## src/sv/cts_pkg.sv

```systemverilog
`default_nettype none
// ============================================================================
// CBOR token serialiser package
// Token codes, CBOR head constants and the encoded-word bundle type.
// ============================================================================
package cts_pkg;

    localparam int MAX_BYTES = 9;
    localparam int BUF_W     = 8 * MAX_BYTES;
    localparam int CNT_W     = $clog2(MAX_BYTES + 1);

    typedef enum logic [3:0] {
        OP_UINT    = 4'd0,
        OP_SINT    = 4'd1,
        OP_DOUBLE  = 4'd2,
        OP_NULL    = 4'd3,
        OP_BOOL    = 4'd4,
        OP_BYTES   = 4'd5,
        OP_TEXT    = 4'd6,
        OP_ARRAY   = 4'd7,
        OP_MAP     = 4'd8,
        OP_TAG     = 4'd9,
        OP_PAYLOAD = 4'd10,
        OP_END     = 4'd11
    } opcode_t;

    // Major types.
    localparam logic [2:0] MAJ_UINT  = 3'd0;
    localparam logic [2:0] MAJ_NINT  = 3'd1;
    localparam logic [2:0] MAJ_BYTES = 3'd2;
    localparam logic [2:0] MAJ_TEXT  = 3'd3;
    localparam logic [2:0] MAJ_ARRAY = 3'd4;
    localparam logic [2:0] MAJ_MAP   = 3'd5;
    localparam logic [2:0] MAJ_TAG   = 3'd6;

    // Additional-information codes for the argument length.
    localparam logic [4:0] AI_ONE   = 5'd24;
    localparam logic [4:0] AI_TWO   = 5'd25;
    localparam logic [4:0] AI_FOUR  = 5'd26;
    localparam logic [4:0] AI_EIGHT = 5'd27;

    // Simple values and float leads.
    localparam logic [7:0] SIMPLE_FALSE = 8'hf4;
    localparam logic [7:0] SIMPLE_TRUE  = 8'hf5;
    localparam logic [7:0] SIMPLE_NULL  = 8'hf6;
    localparam logic [7:0] END_BYTE     = 8'h00;
    localparam logic [7:0] HALF_LEAD    = 8'hf9;
    localparam logic [7:0] DOUBLE_LEAD  = 8'hfb;
    localparam logic [7:0] HALF_POS_INF = 8'h7c;
    localparam logic [7:0] HALF_NAN     = 8'h7e;
    localparam logic [7:0] HALF_NEG_INF = 8'hfc;
    localparam logic [7:0] HALF_LOW     = 8'h00;

    // Encoded token: bytes in emission order, first byte lowest.
    typedef struct packed {
        logic [BUF_W-1:0] bytes;
        logic [CNT_W-1:0] count;
    } enc_t;

endpackage
`default_nettype wire

```

## src/sv/cts_encoder.sv

```systemverilog
`default_nettype none
// ============================================================================
// CBOR token encoder
// Turns one registered token into its CBOR byte sequence and byte count.
// ============================================================================
module cts_encoder
    import cts_pkg::*;
(
    input  wire logic [3:0]  opcode,
    input  wire logic [63:0] value_bits,
    output enc_t             enc
);

    function automatic enc_t head(input logic [2:0] major, input logic [63:0] arg);
        enc_t r;
        r = '0;
        if (arg < 64'd24) begin
            r.bytes[7:0] = {major, arg[4:0]};
            r.count      = CNT_W'(1);
        end else if (arg <= 64'hff) begin
            r.bytes[7:0]  = {major, AI_ONE};
            r.bytes[15:8] = arg[7:0];
            r.count       = CNT_W'(2);
        end else if (arg <= 64'hffff) begin
            r.bytes[7:0] = {major, AI_TWO};
            for (int k = 0; k < 2; k++) begin
                r.bytes[8*(k+1) +: 8] = arg[8*(1-k) +: 8];
            end
            r.count = CNT_W'(3);
        end else if (arg <= 64'hffff_ffff) begin
            r.bytes[7:0] = {major, AI_FOUR};
            for (int k = 0; k < 4; k++) begin
                r.bytes[8*(k+1) +: 8] = arg[8*(3-k) +: 8];
            end
            r.count = CNT_W'(5);
        end else begin
            r.bytes[7:0] = {major, AI_EIGHT};
            for (int k = 0; k < 8; k++) begin
                r.bytes[8*(k+1) +: 8] = arg[8*(7-k) +: 8];
            end
            r.count = CNT_W'(9);
        end
        return r;
    endfunction

    function automatic enc_t single(input logic [7:0] b);
        enc_t r;
        r = '0;
        r.bytes[7:0] = b;
        r.count      = CNT_W'(1);
        return r;
    endfunction

    function automatic enc_t dbl(input logic [63:0] bits);
        enc_t r;
        r = '0;
        if (bits[62:52] == 11'h7ff) begin
            r.bytes[7:0]   = HALF_LEAD;
            r.bytes[23:16] = HALF_LOW;
            if (bits[51:0] != 52'd0) begin
                r.bytes[15:8] = HALF_NAN;
            end else if (bits[63]) begin
                r.bytes[15:8] = HALF_NEG_INF;
            end else begin
                r.bytes[15:8] = HALF_POS_INF;
            end
            r.count = CNT_W'(3);
        end else begin
            r.bytes[7:0] = DOUBLE_LEAD;
            for (int k = 0; k < 8; k++) begin
                r.bytes[8*(k+1) +: 8] = bits[8*(7-k) +: 8];
            end
            r.count = CNT_W'(9);
        end
        return r;
    endfunction

    always_comb
    begin
        case (opcode_t'(opcode))
            OP_UINT:    enc = head(MAJ_UINT, value_bits);
            OP_SINT:    enc = value_bits[63] ? head(MAJ_NINT, ~value_bits)
                                             : head(MAJ_UINT, value_bits);
            OP_DOUBLE:  enc = dbl(value_bits);
            OP_NULL:    enc = single(SIMPLE_NULL);
            OP_BOOL:    enc = single((value_bits != 64'd0) ? SIMPLE_TRUE : SIMPLE_FALSE);
            OP_BYTES:   enc = head(MAJ_BYTES, value_bits);
            OP_TEXT:    enc = head(MAJ_TEXT, value_bits);
            OP_ARRAY:   enc = head(MAJ_ARRAY, value_bits);
            OP_MAP:     enc = head(MAJ_MAP, value_bits);
            OP_TAG:     enc = head(MAJ_TAG, value_bits);
            OP_PAYLOAD: enc = single(value_bits[7:0]);
            OP_END:     enc = single(END_BYTE);
            default:    enc = '0;   // Unused codes produce no bytes.
        endcase
    end

endmodule
`default_nettype wire

```

## src/sv/cts_serializer.sv

```systemverilog
`default_nettype none
// ============================================================================
// CBOR byte serialiser
// Output shift register that hands out an encoded token one byte per word.
// ============================================================================
module cts_serializer
    import cts_pkg::*;
(
    input  wire logic       clk,
    input  wire logic       rst_n,
    input  wire logic       load,
    input  wire enc_t       enc,
    output logic            free,
    output logic [7:0]      m_tdata,
    output logic            m_tlast,
    output logic            m_tvalid,
    input  wire logic       m_tready
);

    logic [BUF_W-1:0] buf_reg, buf_next;
    logic [CNT_W-1:0] cnt_reg, cnt_next;
    logic             take;

    assign m_tvalid = (cnt_reg != '0);
    assign m_tdata  = buf_reg[7:0];
    assign m_tlast  = (cnt_reg == CNT_W'(1));
    assign take     = m_tvalid && m_tready;
    // Free once the register is empty or its final byte leaves this cycle.
    assign free     = !m_tvalid || (m_tlast && m_tready);

    always_comb
    begin
        buf_next = buf_reg;
        cnt_next = cnt_reg;
        if (load) begin
            buf_next = enc.bytes;
            cnt_next = enc.count;
        end else if (take) begin
            buf_next = {8'h00, buf_reg[BUF_W-1:8]};
            cnt_next = cnt_reg - CNT_W'(1);
        end
    end

    always_ff @(posedge clk or negedge rst_n)
    begin
        if (!rst_n) begin
            cnt_reg <= '0;
        end else begin
            cnt_reg <= cnt_next;
        end
    end

    always_ff @(posedge clk)
    begin
        buf_reg <= buf_next;
    end

endmodule
`default_nettype wire

```

## src/sv/cbor_token_serializer_top.sv

```systemverilog
`default_nettype none
// ============================================================================
// CBOR token serialiser, top level
// Encodes one typed token per input word into a stream of CBOR bytes.
// ============================================================================
// Usage
//   The slave channel takes one token per word: the token kind in s_tuser and
//   its operand in s_tdata. The master channel gives one CBOR byte per word in
//   m_tdata, with m_tlast high on the final byte belonging to each token.
//   Tokens with an unused kind code are consumed and produce no bytes.
//   A token accepted into the input register is encoded combinationally
//   and loaded into the output shift register once that is free; its first
//   byte is then presented on the master side. A token has one to nine
//   bytes, and the output shift register sends one byte per cycle while
//   m_tready is high, so single-byte tokens such as payload bytes stream at
//   one word per cycle when neither side stalls. While a long head is sent
//   and a further token waits, s_tready is low until its last byte leaves.
//   Reset (rst_n low, asynchronous) empties the input register and the
//   output shift register; no byte is presented afterwards until a token is
//   accepted.
//   When the receiver stalls, the current byte is held on m_tdata, one more
//   token may be taken into the input register, and then s_tready drops.
// ============================================================================
module cbor_token_serializer_top
    import cts_pkg::*;
(
    input  wire logic        clk,
    input  wire logic        rst_n,
    // s_tdata: [63:0] value_bits
    input  wire logic [63:0] s_tdata,
    // s_tuser: [3:0] opcode
    input  wire logic [3:0]  s_tuser,
    input  wire logic        s_tvalid,
    output logic             s_tready,
    // m_tdata: [7:0] out_byte
    output logic [7:0]       m_tdata,
    // m_tlast carries last_of_run.
    output logic             m_tlast,
    output logic             m_tvalid,
    input  wire logic        m_tready
);

    // Input register holding one token ahead of the serialiser.
    logic        in_valid_reg, in_valid_next;
    logic [3:0]  opcode_reg, opcode_next;
    logic [63:0] value_reg, value_next;

    logic ser_free;
    logic load;
    enc_t enc;

    // The held token moves on as soon as the serialiser has room for it.
    assign load     = in_valid_reg && ser_free;
    assign s_tready = !in_valid_reg || ser_free;

    always_comb
    begin
        in_valid_next = in_valid_reg;
        opcode_next   = opcode_reg;
        value_next    = value_reg;
        if (s_tvalid && s_tready) begin
            in_valid_next = 1'b1;
            opcode_next   = s_tuser;
            value_next    = s_tdata;
        end else if (load) begin
            in_valid_next = 1'b0;
        end
    end

    always_ff @(posedge clk or negedge rst_n)
    begin
        if (!rst_n) begin
            in_valid_reg <= 1'b0;
        end else begin
            in_valid_reg <= in_valid_next;
        end
    end

    always_ff @(posedge clk)
    begin
        opcode_reg <= opcode_next;
        value_reg  <= value_next;
    end

    cts_encoder u_encoder (
        .opcode     (opcode_reg),
        .value_bits (value_reg),
        .enc        (enc)
    );

    cts_serializer u_serializer (
        .clk      (clk),
        .rst_n    (rst_n),
        .load     (load),
        .enc      (enc),
        .free     (ser_free),
        .m_tdata  (m_tdata),
        .m_tlast  (m_tlast),
        .m_tvalid (m_tvalid),
        .m_tready (m_tready)
    );

endmodule
`default_nettype wire

```

## config.mk

```make
export PLATFORM = sky130hd
export DESIGN_NAME = cbor_token_serializer_top
export DESIGN_NICKNAME = d
export VERILOG_FILES = /design/src/sv/cts_pkg.sv /design/src/sv/cts_encoder.sv /design/src/sv/cts_serializer.sv /design/src/sv/cbor_token_serializer_top.sv
export SDC_FILE = /design/constraint.sdc
export NUM_CORES = 1
export LEC_CHECK = 0
export BUFFER_PORTS_ARGS = -buffer_cell sky130_fd_sc_hd__clkbuf_2
export CORE_MARGIN = 3
export CORE_UTILIZATION = 40
export DETAILED_ROUTE_END_ITERATION = 8
export HOLD_SLACK_MARGIN = 0.06
export PLACE_DENSITY = 0.64
export SETUP_SLACK_MARGIN = 0.5
export SYNTH_ARGS = -nofsm -noshare
export SYNTH_HDL_FRONTEND = slang
export SYNTH_SLANG_ARGS = --single-unit
```

## constraint.sdc

```tcl
create_clock -name clk -period 2.8 [get_ports clk]
set_input_delay 0.84 -clock clk [delete_from_list [all_inputs] [get_ports clk]]
set_output_delay 0.84 -clock clk [all_outputs]
set_load 0.01 [all_outputs]
```

Yosys cells after proc, flatten, opt, wreduce, memory -nomap -nowiden
Cells that the tools add are included.

cells by class
  mux-type cells = 99
  reductions and logical operators = 14
  add/sub/neg operators = 1
  magnitude comparators = 8
  bitwise gates (word level) = 1
  equal/unequal tests = 13

operators with widths
  cell                                                         count
  two-way mux 44 bit                                           36
  case mux 76 bit (12 select lines)                            1
  two-way mux 64 bit                                           8
  two-way mux 56 bit                                           8
  two-way mux 48 bit                                           9
  two-way mux 28 bit                                           9
  two-way mux 20 bit                                           8
  two-way mux 72 bit                                           2
  <= comparator 64 x 16 -> 1 bit, second input constant        2
  <= comparator 64 x 32 -> 1 bit, second input constant        2
  <= comparator 64 x 8 -> 1 bit, second input constant         2
  less-than comparator 64 x 5 -> 1 bit, second input constant  2
  two-way mux 12 bit                                           8
  two-way mux 76 bit                                           1
  two-way mux 32 bit                                           2
  NOT 64 bit                                                   1
  nonzero test 64 bit                                          1
  nonzero test 52 bit                                          1
  equality test 4 x 3 -> 1 bit, second input constant          4
  equality test 4 bit, second input constant                   4
  two-way mux 8 bit                                            2
  equality test 11 bit, second input constant                  1
  equality test 4 x 1 -> 1 bit, second input constant          2
  equality test 4 x 2 -> 1 bit, second input constant          2
  other kinds (9)                                              18

storage, ports and cells
  output and inout port bits = 11
  input port bits = 72
  flip-flop bits (word level) = 145

Depth between registers and ports, before layout
Gate-level depths: netlist of run 1.

  word-level depth = 13
  gate-level depth with buffers = 9

By module
A second synthesis of run 1 with hierarchy kept.

unflattened totals
  cells, all modules = 697
  area total of the unflattened synthesis = 7912.6 µm²

by module, submodules not included
  module                     times used  sequential area each (µm²)  area each (µm²)  cells each
  cts_serializer             1           2262.2                      3320.7           191
  cts_encoder                1           0.0                         2489.9           433
  cbor_token_serializer_top  1           2067.0                      2102.0           73

Worst setup path after synthesis of run 1
No wires, ideal clock.

  path type = input -> register
  start = input port m_tready
  end = register opcode_reg[0] (enable)
  setup time = 434 ps
  cell stages on the path = 4
  buffers on the path = 0
  arrival time = 2787 ps
  slack = -421 ps
  data required time = 2366 ps
  cells stage by stage = a21o_1 -> nand2_1 -> nand2_1 -> and2_1

between the ends
  cells in the longest elaborated chain, start to end = 4

RTL lines
  item                  line                             source
  start, declared       cbor_token_serializer_top.sv:40  input wire logic m_tready
  logical AND 1 bit     cts_serializer.sv:29             assign free = !m_tvalid || (m_tlast && m_tready);
  logical OR 1 bit      cts_serializer.sv:29
  logical OR 1 bit      cbor_token_serializer_top.sv:54  assign s_tready = !in_valid_reg || ser_free;
  named net s_tready    cbor_token_serializer_top.sv:34  output logic s_tready,
  logical AND 1 bit     cbor_token_serializer_top.sv:61  if (s_tvalid && s_tready) begin
  end signal, assigned  cbor_token_serializer_top.sv:81  opcode_reg <= opcode_next;
  end, declared         cbor_token_serializer_top.sv:45  logic [3:0] opcode_reg, opcode_next;

The timed path passes the listed nets, and every way through them passes these cells.
A chain may end at the register's enable or synchronous reset.

Worst setup path after layout of run 1
  start = register value_reg[35]
  end = register u_serializer.cnt_reg[0]

between the ends
  cells in the longest elaborated chain, start to end = 8
  elaborated cells between the ends (all ways) = 34
  those cells by class = 6 x order compare; 27 x mux; 1 x bitwise

RTL lines
  item                                   line                             source
  start, declared                        cbor_token_serializer_top.sv:46  logic [63:0] value_reg, value_next;
  start signal, assigned                 cbor_token_serializer_top.sv:82  value_reg <= value_next;
  NOT 64 bit                             cts_encoder.sv:82                OP_SINT: enc = value_bits[63] ? head(MAJ_NINT, ~value_bits)
  <= comparator 64 x 16 -> 1 bit         cts_encoder.sv:24                end else if (arg <= 64'hffff) begin
  two-way mux 28 bit                     cts_encoder.sv:24
  two-way mux 20 bit                     cts_encoder.sv:20                end else if (arg <= 64'hff) begin
  two-way mux 12 bit                     cts_encoder.sv:17                if (arg < 64'd24) begin
  two-way mux 76 bit                     cts_encoder.sv:82
  case mux 76 bit (12 select lines) (*)  cts_encoder.sv:80                case (opcode_t'(opcode))
  two-way mux 4 bit (*)                  cts_serializer.sv:35             if (load) begin
  end signal, assigned                   cts_serializer.sv:49             cnt_reg <= cnt_next;
  end, declared                          cts_serializer.sv:21             logic [CNT_W-1:0] cnt_reg, cnt_next;

Mark *: on every way between the ends. The rest lies on a longest branch, timed or not.

==> flow_summary.rst, run 1 <==
.. list-table::
   :header-rows: 1

   * - Metric
     - Value
   * - Worst Tran Pin Value
     - 809 ps
   * - Yosys synthesis warning count
     - 0
   * - P_leak
     - 0.00387 uW
   * - Starting density of the core
     - 0.411
   * - Max-slew violation count
     - 0
   * - Endpoint arrival time on the critical path
     - 2930 ps
   * - Chip Width
     - 145 um
   * - # H-tree levels
     - 4
   * - Synth area leaders
     - sky130_fd_sc_hd__edfxtp_1, sky130_fd_sc_hd__o21ai_0, sky130_fd_sc_hd__a22oi_1, sky130_fd_sc_hd__a21oi_1, sky130_fd_sc_hd__nand2_1
   * - Reg2reg end
     - u_serializer.cnt_reg[0]
   * - Primary FF master, synth
     - sky130_fd_sc_hd__edfxtp_1
   * - Fmax
     - 383 MHz
   * - Largest driver fanout on the critical path
     - 7
   * - Share of async-settable or async-resettable flops after synthesis
     - 0.0345
   * - Nature of the critical path endpoint
     - flip-flop
   * - Hold Buf Count CTS
     - 0
   * - Crit. Startpoint
     - value_reg[35]
   * - Cells along the critical path
     - or4_4 -> nand3b_1 -> nor4_4 -> buf_4 -> buf_12 -> or3b_1 -> a22oi_2 -> o21ai_1
   * - Hold WS
     - 205 ps
   * - Count of nets left with antenna violations after detail routing
     - 0
   * - ANT cells
     - 0
   * - Vias
     - 7,677
   * - Post-synth net total
     - 828
   * - Final #Nets
     - 1,009
   * - Crit path capture
     - u_serializer.cnt_reg[0]
   * - First-pass GRT wire length
     - 41,500 um
   * - Clock network latency to the later pin of the worst-skew pair
     - 440 ps
   * - Worst r2r path cells
     - 8
   * - Hold Crit Class
     - in -> async
   * - Final period util
     - 0.933
   * - Sequential-to-total area share from yosys stat
     - 0.557
   * - Number of standard cells in the final layout excluding fillers
     - 1,208
   * - Pwr dens
     - 1050 nW/um^2
   * - Final standard cell area without fillers
     - 10,800 um^2
   * - Residual DRC
     - 0
   * - Cell with the biggest individual delay on the critical path
     - sky130_fd_sc_hd__or4_4
   * - Relative max-transition margin
     - 0.460
   * - Total global routing track utilization
     - 0.252
   * - TritonCTS clock tree
     - done
   * - Final weighted congestion in routability-driven placement
     - 1.06
   * - Clock transition time at the flip-flop clock pins of the worst setup and hold paths
     - 70 ps
   * - Max clock buf depth
     - 2
   * - Initial detailed-routing violation count
     - 1,143
   * - Die height
     - 145 um
   * - Number of detailed-route iterations in the first pass
     - 6
   * - Hold violation total from the final report
     - 0
   * - I/O pin count
     - 83
   * - Average wire per cell in the routed design
     - 23.1 um
   * - Most repeated cell in the gate-level netlist after synthesis
     - sky130_fd_sc_hd__edfxtp_1
   * - Max FFs per register
     - 72
   * - Max capacitance violation total
     - 0
   * - CTS buffer count
     - 17
   * - Cell type contributing the most total cell area after synthesis
     - sky130_fd_sc_hd__edfxtp_1
   * - Final critical-path setup slack
     - 189 ps
   * - Detail-routed via count per cell
     - 6.36
   * - RSZ-0062 raised after global routing
     - true
   * - Row Count
     - 50
   * - Final critical path time including I/O delays and setup
     - 2610 ps
   * - Half-perimeter wire length of the detailed placement result
     - 18,100 um
   * - Post-synthesis instance area
     - 7770 um^2
   * - Final wirelength
     - 27,900 um
   * - Cell area after placement
     - 8900 um^2
   * - Buffer type at the clock tree root
     - sky130_fd_sc_hd__clkbuf_16
   * - Most instantiated cells after synthesis
     - sky130_fd_sc_hd__edfxtp_1, sky130_fd_sc_hd__o21ai_0, sky130_fd_sc_hd__nand2_1, sky130_fd_sc_hd__a21oi_1, sky130_fd_sc_hd__clkbuf_1
   * - R2r setup slk
     - 190 ps
   * - Required time reported for the critical path endpoint
     - 3120 ps
   * - Largest stage delay on the critical path
     - 560 ps
   * - Category of the critical setup timing path
     - reg -> reg
   * - Number of enable flip-flop cells after synthesis
     - 140
   * - Placed Instances
     - 1,100
   * - Synth unique cells
     - 64
   * - Yosys reg bits
     - 145
   * - Pre-CTS setup slack
     - 126 ps
   * - Growth of design area from synthesis to finish
     - 38.5%
   * - Sum of negative setup slack
     - 0 ps
   * - Core area
     - 18,900 um^2
   * - Quantity of I/O buffers inserted on ports
     - 82
   * - Critical path launch point type
     - flip-flop
   * - Worst clock skew
     - 8.48 ps
   * - Per-instance average area after synthesis
     - 10.3 um^2
   * - Via count of the first global-routing pass
     - 7,221
   * - Die area
     - 21,100 um^2
   * - Critical register-to-register path startpoint
     - value_reg[35]
   * - Fraction of final layout cells sized beyond drive strength 1
     - 0.395
   * - Count of endpoints failing setup in the final report
     - 0
   * - Number of antenna violations at the first check in global routing
     - 0
   * - Total gr overflow
     - 0
   * - Result of the run
     - completed
   * - Clock sink total
     - 145
   * - Fraction of synthesized cell area taken by the top area cell type
     - 0.541
   * - Instance count of the mapped netlist
     - 754
   * - Largest net degree at the start of global routing
     - 73
   * - Max rail drop VDD
     - 0.000530 V
==> cells in the final DEF (no fill, tap or decap), types with 11 or more instances in the layout <==
master                      netlist  layout
sky130_fd_sc_hd__edfxtp_1       140     140
sky130_fd_sc_hd__buf_4            9     127
sky130_fd_sc_hd__clkbuf_2         0      81
sky130_fd_sc_hd__o21ai_0         88      56
sky130_fd_sc_hd__nand2_1         60      56
sky130_fd_sc_hd__o21ai_1         18      43
sky130_fd_sc_hd__a22oi_1         44      38
sky130_fd_sc_hd__nor2_1          38      35
sky130_fd_sc_hd__nor3_1          37      34
sky130_fd_sc_hd__a21oi_1         54      31
sky130_fd_sc_hd__nand4_1         21      21
sky130_fd_sc_hd__clkbuf_16        0      18
sky130_fd_sc_hd__a21oi_2          0      17
sky130_fd_sc_hd__buf_6            1      16
sky130_fd_sc_hd__o211ai_1        14      14
sky130_fd_sc_hd__o21a_1          11      11
==> how the worst min path moves through the flow <==
stage | from | endpoint | depth (start not counted) | slack, ps
2_1_floorplan | u_serializer.buf_reg[14] | u_serializer.buf_reg[6] | 1 | 500
3_3_place_gp | u_serializer.buf_reg[51] | u_serializer.buf_reg[43] | 2 | 500
3_5_place_dp | u_serializer.buf_reg[58] | u_serializer.buf_reg[50] | 2 | 510
4_1_cts | rst_n | u_serializer.cnt_reg[1] | 1 | 200
5_1_grt | rst_n | u_serializer.cnt_reg[1] | 1 | 210
6_report | rst_n | u_serializer.cnt_reg[1] | 1 | 210
==> layout make-up <==
cell class	instances	area [um^2]
fillers	1614	8130
inverters	13	52.6
repair buffers	233	1730
clock buffers	17	425
well taps	260	325
multi-input cells	525	3720
flip-flops and latches	145	4330
clock inverters	15	170
==> through the flow <==
stage | power [uW] | util
2_1_floorplan | 6340 | -
3_3_place_gp | 7770 | 0.471
3_5_place_dp | 7810 | 0.471
4_1_cts | 10800 | 0.549
5_1_grt | 11700 | 0.570
6_report | 11300 | 0.570
==> cell families (layout without fill, tap and decap cells) <==
family                     after synthesis  after routing  synth area share
muxes                                    2              2           0.00258
DFF                                    145            145             0.557
buffers and inverters                   85            278            0.0478
AOI/OAI and AO/OA                      295            295             0.238
and+or+nand+nor                        225            226             0.151
adders and majority gates                2              2           0.00322
==> report_power, final <==
part	total (uW)	switching (uW)	internal (uW)
combinational	4640	2780	1870
sequential	4280	624	3650
clock	2340	1000	1340
==> layer usage <==
layer / track usage / share of wire / vias up
li1: - / - / 3325
met1: 0.323 / 0.37 / 3622
met2: 0.383 / 0.45 / 578
met3: 0.0751 / 0.12 / 152
met4: 0.141 / 0.064 / 0
met5: 0 / 0 / -
==> timing repair <==
action,in CTS,in global routing
endpoints found under the setup margin,147,146
cloned,4,1
pin swaps,33,25
buffers inserted,56,15
resized for setup,100,61
==> critical path, delay by kind of cell (launching register included) <==
family,cells,cell delay [ps]
buffers and inverters,2,330
AOI/OAI and AO/OA,2,290
DFF,1,410
and+or+nand+nor,4,1460
No activity file was read; power rests on OpenSTA's default activity.
==> run 2: changes to the inputs <==
--- a/config.mk
+++ b/config.mk
@@ -11,6 +11,7 @@
 export DETAILED_ROUTE_END_ITERATION = 8
 export HOLD_SLACK_MARGIN = 0.06
 export PLACE_DENSITY = 0.64
+export REMOVE_ABC_BUFFERS = 1
 export SETUP_SLACK_MARGIN = 0.5
 export SYNTH_ARGS = -nofsm -noshare
 export SYNTH_HDL_FRONTEND = slang
==> flow_summary.rst, run 2 (synthesis gave the netlist of run 1 again) <==
.. list-table::
   :header-rows: 1

   * - Metric
     - Value
   * - Cell area after placement
     - 9070 um^2 (was 8900 um^2)
   * - Max rail drop VDD
     - 0.000499 V (was 0.000530 V)
   * - Total gr overflow
     - 0 (unchanged)
   * - Residual DRC
     - 0 (unchanged)
   * - Initial detailed-routing violation count
     - 1,001 (was 1,143)
   * - Pwr dens
     - 1030 nW/um^2 (was 1050 nW/um^2)
   * - Fmax
     - 377 MHz (was 383 MHz)
   * - Pre-CTS setup slack
     - -64.9 ps (was 126 ps)
   * - CP bufs+invs
     - 1 (was 2)
   * - Family with the most delay on the worst path
     - simple AND/OR/NAND/NOR gates (unchanged)
   * - Area taken by flip-flops and latches
     - 4330 um^2 (unchanged)
   * - P_leak
     - 0.00381 uW (was 0.00387 uW)
   * - Max-slew violation count
     - 0 (unchanged)
   * - Clock transition time at the flip-flop clock pins of the worst setup and hold paths
     - 70 ps (about the same)
   * - Number of detailed-route iterations in the first pass
     - 5 (was 6)
   * - Total global routing track utilization
     - 0.251 (was 0.252)
   * - Relative max-transition margin
     - 0.468 (was 0.460)
   * - Result of the run
     - completed (unchanged)
   * - Clock network latency to the later pin of the worst-skew pair
     - 440 ps (about the same)
   * - Quantity of I/O buffers inserted on ports
     - 82 (unchanged)
   * - Max FFs per register
     - 72 (unchanged)
   * - Reg2reg end
     - u_serializer.buf_reg[8] (was u_serializer.cnt_reg[0])
   * - Final period util
     - 0.947 (was 0.933)
   * - Endpoint arrival time on the critical path
     - 2920 ps (was 2930 ps)
   * - R2r setup slk
     - 150 ps (was 190 ps)
   * - Row Count
     - 50 (unchanged)
   * - Hold WS
     - 212 ps (was 205 ps)
   * - Most common cell after layout, fill and taps aside
     - sky130_fd_sc_hd__edfxtp_1 (unchanged)
   * - Final standard cell area without fillers
     - 10,600 um^2 (was 10,800 um^2)
   * - Half-perimeter wire length of the detailed placement result
     - 18,600 um (was 18,100 um)
   * - WP depth
     - 6 (was 8)
   * - Cell with the biggest individual delay on the critical path
     - sky130_fd_sc_hd__or4_4 (unchanged)
   * - Largest driver fanout on the critical path
     - 11 (was 7)
   * - Post-layout util
     - 0.561 (was 0.570)
   * - Hold Crit Class
     - in -> async (unchanged)
   * - ANT cells
     - 0 (unchanged)
   * - Count of nets left with antenna violations after detail routing
     - 0 (unchanged)
   * - Max clock buf depth
     - 2 (unchanged)
   * - Combined area of the multi-input logic cells
     - 3580 um^2 (was 3720 um^2)
   * - Detail-routed via count per cell
     - 6.26 (was 6.36)
   * - Hold violation total from the final report
     - 0 (unchanged)
   * - Chip Width
     - 145 um (unchanged)
   * - Buffer type at the clock tree root
     - sky130_fd_sc_hd__clkbuf_16 (unchanged)
   * - Die area
     - 21,100 um^2 (unchanged)
   * - Average wire per cell in the routed design
     - 23.6 um (was 23.1 um)
   * - Final #Nets
     - 1,003 (was 1,009)
   * - Commonest cells after routing, fill and taps aside
     - sky130_fd_sc_hd__edfxtp_1, sky130_fd_sc_hd__buf_4, sky130_fd_sc_hd__clkbuf_2 (unchanged)
   * - Worst r2r path cells
     - 6 (was 8)
   * - Critical register-to-register path startpoint
     - value_reg[34] (was value_reg[35])
   * - First-pass GRT wire length
     - 40,600 um (was 41,500 um)
   * - Nature of the critical path endpoint
     - flip-flop (unchanged)
   * - # H-tree levels
     - 4 (unchanged)
   * - Placed Instances
     - 1,127 (was 1,100)
   * - Growth of design area from synthesis to finish
     - 36.5% (was 38.5%)
   * - Worst clock skew
     - 15.2 ps (was 8.48 ps)
   * - Cells along the critical path
     - or4_4 -> or4_4 -> buf_12 -> o41ai_1 -> a221oi_1 -> o21ai_1 (was or4_4 -> nand3b_1 -> nor4_4 -> buf_4 -> buf_12 -> or3b_1 -> a22oi_2 -> o21ai_1)
   * - Clock sink total
     - 145 (unchanged)
   * - Largest stage delay on the critical path
     - 590 ps (was 560 ps)
   * - Via count of the first global-routing pass
     - 6,708 (was 7,221)
   * - Critical path launch point type
     - flip-flop (unchanged)
   * - Largest net degree at the start of global routing
     - 69 (was 73)
   * - Vias
     - 7,529 (was 7,677)
   * - Fraction of final layout cells sized beyond drive strength 1
     - 0.369 (was 0.395)
   * - Final wirelength
     - 28,400 um (was 27,900 um)
   * - RSZ-0062 raised after global routing
     - true (unchanged)
   * - Final weighted congestion in routability-driven placement
     - 0.969 (was 1.06)
   * - Number of fillers in the final layout
     - 1,663 (was 1,614)
   * - Final critical path time including I/O delays and setup
     - 2650 ps (was 2610 ps)
   * - Worst Tran Pin Value
     - 798 ps (was 809 ps)
   * - Die height
     - 145 um (unchanged)
   * - Category of the critical setup timing path
     - reg -> reg (unchanged)
   * - Number of antenna violations at the first check in global routing
     - 0 (unchanged)
   * - Final critical-path setup slack
     - 148 ps (was 189 ps)
   * - Core area
     - 18,900 um^2 (unchanged)
   * - TritonCTS clock tree
     - done (unchanged)
   * - Max capacitance violation total
     - 0 (unchanged)
   * - I/O pin count
     - 83 (unchanged)
   * - Number of standard cells in the final layout excluding fillers
     - 1,202 (was 1,208)
   * - Crit path top cell by count
     - sky130_fd_sc_hd__or4_4
   * - Hold Buf Count CTS
     - 0 (unchanged)
   * - Count of endpoints failing setup in the final report
     - 0 (unchanged)
   * - CTS buffer count
     - 17 (unchanged)
   * - Starting density of the core
     - 0.411 (unchanged)
   * - Required time reported for the critical path endpoint
     - 3070 ps (was 3120 ps)
-- run 2: cell count changes in the layout (fill, tap and decap cells not counted), moves of 4 or more --
| cell | previous run | this run |
|---|---|---|
| sky130_fd_sc_hd__o21ai_0 | 56 | 61 |
| sky130_fd_sc_hd__buf_12 | 5 | 10 |
| sky130_fd_sc_hd__o21ai_1 | 43 | 39 |
| sky130_fd_sc_hd__a22oi_2 | 6 | 2 |
| sky130_fd_sc_hd__a211oi_1 | 5 | 12 |
| sky130_fd_sc_hd__buf_4 | 127 | 117 |
| sky130_fd_sc_hd__a211oi_2 | 10 | 3 |
| sky130_fd_sc_hd__a22oi_1 | 38 | 42 |
-- run 2: worst max path at each step --
stage	from	to	slack, ps
after floorplan	opcode_reg[2]	u_serializer.buf_reg[18]	-2140
after global placement	value_reg[42]	u_serializer.buf_reg[25]	50
after detailed placement	value_reg[42]	u_serializer.buf_reg[27]	-60
after CTS	value_reg[34]	u_serializer.buf_reg[17]	210
after global routing	value_reg[26]	u_serializer.buf_reg[8]	90
final	value_reg[34]	u_serializer.buf_reg[8]	150
-- run 2: power breakdown --
group | leakage, uW | internal [uW] | switching, uW | total (uW)
clock network | 0.000270 | 1230 | 976 | 2200
registers | 0.00142 | 3650 | 546 | 4190
logic | 0.00212 | 1780 | 2750 | 4520
-- run 2: routing by layer --
metal | share of wire | GRT usage | up-vias | wire length, um
li1 | - | - | 3300 | -
met3 | 0.096 | 0.0561 | 100 | 2720
met5 | 0 | 0 | - | 0
met2 | 0.45 | 0.377 | 457 | 12900
met1 | 0.41 | 0.349 | 3672 | 11500
met4 | 0.046 | 0.114 | 0 | 1300
-- run 2: worst reg2reg max path: stages, from the launching register on --
cell,delay (ps)
sky130_fd_sc_hd__edfxtp_1,440
sky130_fd_sc_hd__or4_4,590
sky130_fd_sc_hd__or4_4,510
sky130_fd_sc_hd__buf_12,160
sky130_fd_sc_hd__o41ai_1,400
sky130_fd_sc_hd__a221oi_1,150
sky130_fd_sc_hd__o21ai_1,220
-- run 2: timing repair --
action                     4_1_cts  5_1_grt
gates cloned                     1        4
pin swaps                       13       28
resized for setup               37      108
setup endpoints to repair       73       76
setup buffers                   21       17
-- run 2: layout make-up --
type,instances,area share
clock buffers,17,0.0401
clock inverters,15,0.0125
inverters,13,0.00460
multi-input cells,524,0.338
flip-flops and latches,145,0.408
well taps,260,0.0307
repair buffers,228,0.166
-- run 2: metrics by stage --
stage	total power, uW	setup TNS (ps)
final	10900	0
after global routing	11400	0
after CTS	10200	0
after detailed placement	7900	-252
after global placement	7870	0
after floorplan	6120	-151290
==> run 3: changes to the inputs <==
--- a/config.mk
+++ b/config.mk
@@ -8,6 +8,7 @@
 export BUFFER_PORTS_ARGS = -buffer_cell sky130_fd_sc_hd__clkbuf_2
 export CORE_MARGIN = 3
 export CORE_UTILIZATION = 40
+export CTS_BUF_LIST = sky130_fd_sc_hd__clkbuf_8
 export DETAILED_ROUTE_END_ITERATION = 8
 export HOLD_SLACK_MARGIN = 0.06
 export PLACE_DENSITY = 0.64
==> flow_summary.rst, run 3 (synthesis gave the netlist of run 1 again) <==
.. list-table::
   :header-rows: 1

   * - Metric
     - Value
   * - Relative max-transition margin
     - 0.485 (was 0.468)
   * - Max capacitance violation total
     - 0 (unchanged)
   * - Die area
     - 21,100 um^2 (unchanged)
   * - Placed Instances
     - 1,127 (unchanged)
   * - Total gr overflow
     - 0 (unchanged)
   * - Core area
     - 18,900 um^2 (unchanged)
   * - Number of detailed-route iterations in the first pass
     - 6 (was 5)
   * - CTS buffer count
     - 17 (unchanged)
   * - Total power
     - 10,300 uW (was 10,900 uW)
   * - Number of standard cells in the final layout excluding fillers
     - 1,198 (was 1,202)
   * - Final wirelength
     - 28,100 um (was 28,400 um)
   * - Quantity of I/O buffers inserted on ports
     - 82 (unchanged)
   * - Fraction of final layout cells sized beyond drive strength 1
     - 0.362 (was 0.369)
   * - Crit. Startpoint
     - value_reg[26] (was value_reg[34])
   * - Reg2reg end
     - u_serializer.buf_reg[8] (unchanged)
   * - Total global routing track utilization
     - 0.249 (was 0.251)
   * - WP depth
     - 8 (was 6)
   * - Average wire per cell in the routed design
     - 23.4 um (was 23.6 um)
   * - TritonCTS clock tree
     - done (unchanged)
   * - Nature of the critical path endpoint
     - flip-flop (unchanged)
   * - Worst Tran Pin Value
     - 772 ps (was 798 ps)
   * - Chip Width
     - 145 um (unchanged)
   * - Max-slew violation count
     - 0 (unchanged)
   * - Final weighted congestion in routability-driven placement
     - 0.969 (unchanged)
   * - Cell with the biggest individual delay on the critical path
     - sky130_fd_sc_hd__edfxtp_1 (was sky130_fd_sc_hd__or4_4)
   * - Number of antenna violations at the first check in global routing
     - 0 (unchanged)
   * - Starting density of the core
     - 0.411 (unchanged)
   * - Hold Crit Class
     - in -> async (unchanged)
   * - # H-tree levels
     - 4 (unchanged)
   * - I/O pin count
     - 83 (unchanged)
   * - Fmax
     - 363 MHz (was 377 MHz)
   * - Area taken by flip-flops and latches
     - 4330 um^2 (unchanged)
   * - P_leak
     - 0.00368 uW (was 0.00381 uW)
   * - Initial detailed-routing violation count
     - 1,070 (was 1,001)
   * - Largest stage delay on the critical path
     - 510 ps (was 590 ps)
   * - Die height
     - 145 um (unchanged)
   * - Combined area of the multi-input logic cells
     - 3550 um^2 (was 3580 um^2)
   * - Final critical path time including I/O delays and setup
     - 2750 ps (was 2650 ps)
   * - Most common cell after layout, fill and taps aside
     - sky130_fd_sc_hd__edfxtp_1 (unchanged)
   * - Family with the most delay on the worst path
     - simple AND/OR/NAND/NOR gates (unchanged)
   * - Detail-routed via count per cell
     - 6.25 (was 6.26)
   * - R2r setup slk
     - 50 ps (was 150 ps)
   * - Hold WS
     - 174 ps (was 212 ps)
   * - Largest driver fanout on the critical path
     - 6 (was 11)
   * - Critical register-to-register path startpoint
     - value_reg[26] (was value_reg[34])
   * - Clock network latency to the later pin of the worst-skew pair
     - 480 ps (was 440 ps)
   * - Final #Nets
     - 999 (was 1,003)
   * - Commonest cells after routing, fill and taps aside
     - sky130_fd_sc_hd__edfxtp_1, sky130_fd_sc_hd__buf_4, sky130_fd_sc_hd__clkbuf_2 (unchanged)
   * - Half-perimeter wire length of the detailed placement result
     - 18,600 um (unchanged)
   * - ANT cells
     - 0 (unchanged)
   * - Result of the run
     - completed (unchanged)
   * - Post-layout util
     - 0.547 (was 0.561)
   * - Number of fillers in the final layout
     - 1,683 (was 1,663)
   * - Count of endpoints failing setup in the final report
     - 0 (unchanged)
   * - Row Count
     - 50 (unchanged)
   * - Worst clock skew
     - 17.3 ps (was 15.2 ps)
   * - Clock sink total
     - 145 (unchanged)
   * - Max rail drop VDD
     - 0.000447 V (was 0.000499 V)
   * - Crit path capture
     - u_serializer.buf_reg[8] (unchanged)
   * - CP bufs+invs
     - 2 (was 1)
   * - Clock transition time at the flip-flop clock pins of the worst setup and hold paths
     - 80 ps (was 70 ps)
   * - RSZ-0062 raised after global routing
     - true (unchanged)
   * - Final period util
     - 0.983 (was 0.947)
   * - Max FFs per register
     - 72 (unchanged)
   * - Buffer type at the clock tree root
     - sky130_fd_sc_hd__clkbuf_8 (was sky130_fd_sc_hd__clkbuf_16)
   * - Max clock buf depth
     - 2 (unchanged)
   * - Largest net degree at the start of global routing
     - 69 (unchanged)
   * - Vias
     - 7,488 (was 7,529)
   * - First-pass GRT wire length
     - 40,300 um (was 40,600 um)
   * - Endpoint arrival time on the critical path
     - 2950 ps (was 2920 ps)
   * - Critical path launch point type
     - flip-flop (unchanged)
   * - Hold violation total from the final report
     - 0 (unchanged)
   * - Count of nets left with antenna violations after detail routing
     - 0 (unchanged)
   * - Hold Buf Count CTS
     - 0 (unchanged)
   * - Required time reported for the critical path endpoint
     - 3000 ps (was 3070 ps)
   * - Growth of design area from synthesis to finish
     - 33.0% (was 36.5%)
   * - Residual DRC
     - 0 (unchanged)
   * - Category of the critical setup timing path
     - reg -> reg (unchanged)
   * - Pwr dens
     - 998 nW/um^2 (was 1030 nW/um^2)
   * - Cells along the critical path
     - nor4_1 -> nand4_1 -> nor4_2 -> buf_4 -> buf_6 -> o41ai_1 -> a221oi_1 -> o21ai_1 (was or4_4 -> or4_4 -> buf_12 -> o41ai_1 -> a221oi_1 -> o21ai_1)
   * - Via count of the first global-routing pass
     - 6,684 (was 6,708)
   * - Worst r2r path cells
     - 8 (was 6)
-- run 3: cell count changes in the layout (fill, tap and decap cells not counted), moves of 2 or more --
cell                        before  now
sky130_fd_sc_hd__clkbuf_8        0   17
sky130_fd_sc_hd__a21oi_2        17   19
sky130_fd_sc_hd__o21ai_0        61   58
sky130_fd_sc_hd__buf_6          16   14
sky130_fd_sc_hd__nor4_4          9    7
sky130_fd_sc_hd__buf_4         117  115
sky130_fd_sc_hd__o21ai_1        39   42
sky130_fd_sc_hd__clkbuf_16      20    3
sky130_fd_sc_hd__nor4_1          6    8
sky130_fd_sc_hd__a21oi_1        34   32
-- run 3: stage by stage --
stage | instance area, um^2 | setup WS, ps | setup TNS [ps]
after floorplan | 7450 | -2140 | -151290
after detailed placement | 9070 | -64.9 | -252
after CTS | 9730 | 200 | 0
after global placement | 9070 | 53.0 | 0
final | 10300 | 48.7 | 0
after global routing | 10300 | 50.4 | 0
-- run 3: per-layer routing --
layer / up-vias / part of all wire / GRT usage
li1: 3294 / - / -
met1: 3600 / 0.40 / 0.348
met2: 496 / 0.45 / 0.376
met3: 98 / 0.099 / 0.0576
met4: 0 / 0.047 / 0.102
met5: - / 0 / 0
-- run 3: how the worst min path moves through the flow --
stage | startpoint | to | slack (ps) | depth (start not counted)
2_1_floorplan | u_serializer.buf_reg[14] | u_serializer.buf_reg[6] | 500 | 1
6_report | rst_n | in_valid_reg | 170 | 1
3_3_place_gp | u_serializer.buf_reg[60] | u_serializer.buf_reg[52] | 500 | 2
5_1_grt | rst_n | in_valid_reg | 160 | 1
3_5_place_dp | u_serializer.buf_reg[60] | u_serializer.buf_reg[52] | 520 | 2
4_1_cts | rst_n | in_valid_reg | 160 | 1
-- run 3: area by class of cell --
type,count,area share
timing repair buffer,224,0.166
multi-input combinational,524,0.343
clock inverter,15,0.0128
tap,260,0.0315
clock buffer,17,0.0226
inverter,13,0.00472
sequential,145,0.419
-- run 3: power breakdown --
group	internal (uW)	switching [uW]
sequential	3640	540
combinational	1790	2750
clock	708	881
-- run 3: what timing repair did --
action                                  in CTS  in global routing
gates resized for setup                     38                 99
endpoints found under the setup margin      74                 76
buffers inserted                            19                 14
endpoints found under the hold margin        0                  0
pin swaps                                   12                 20
cloned                                       1                  5
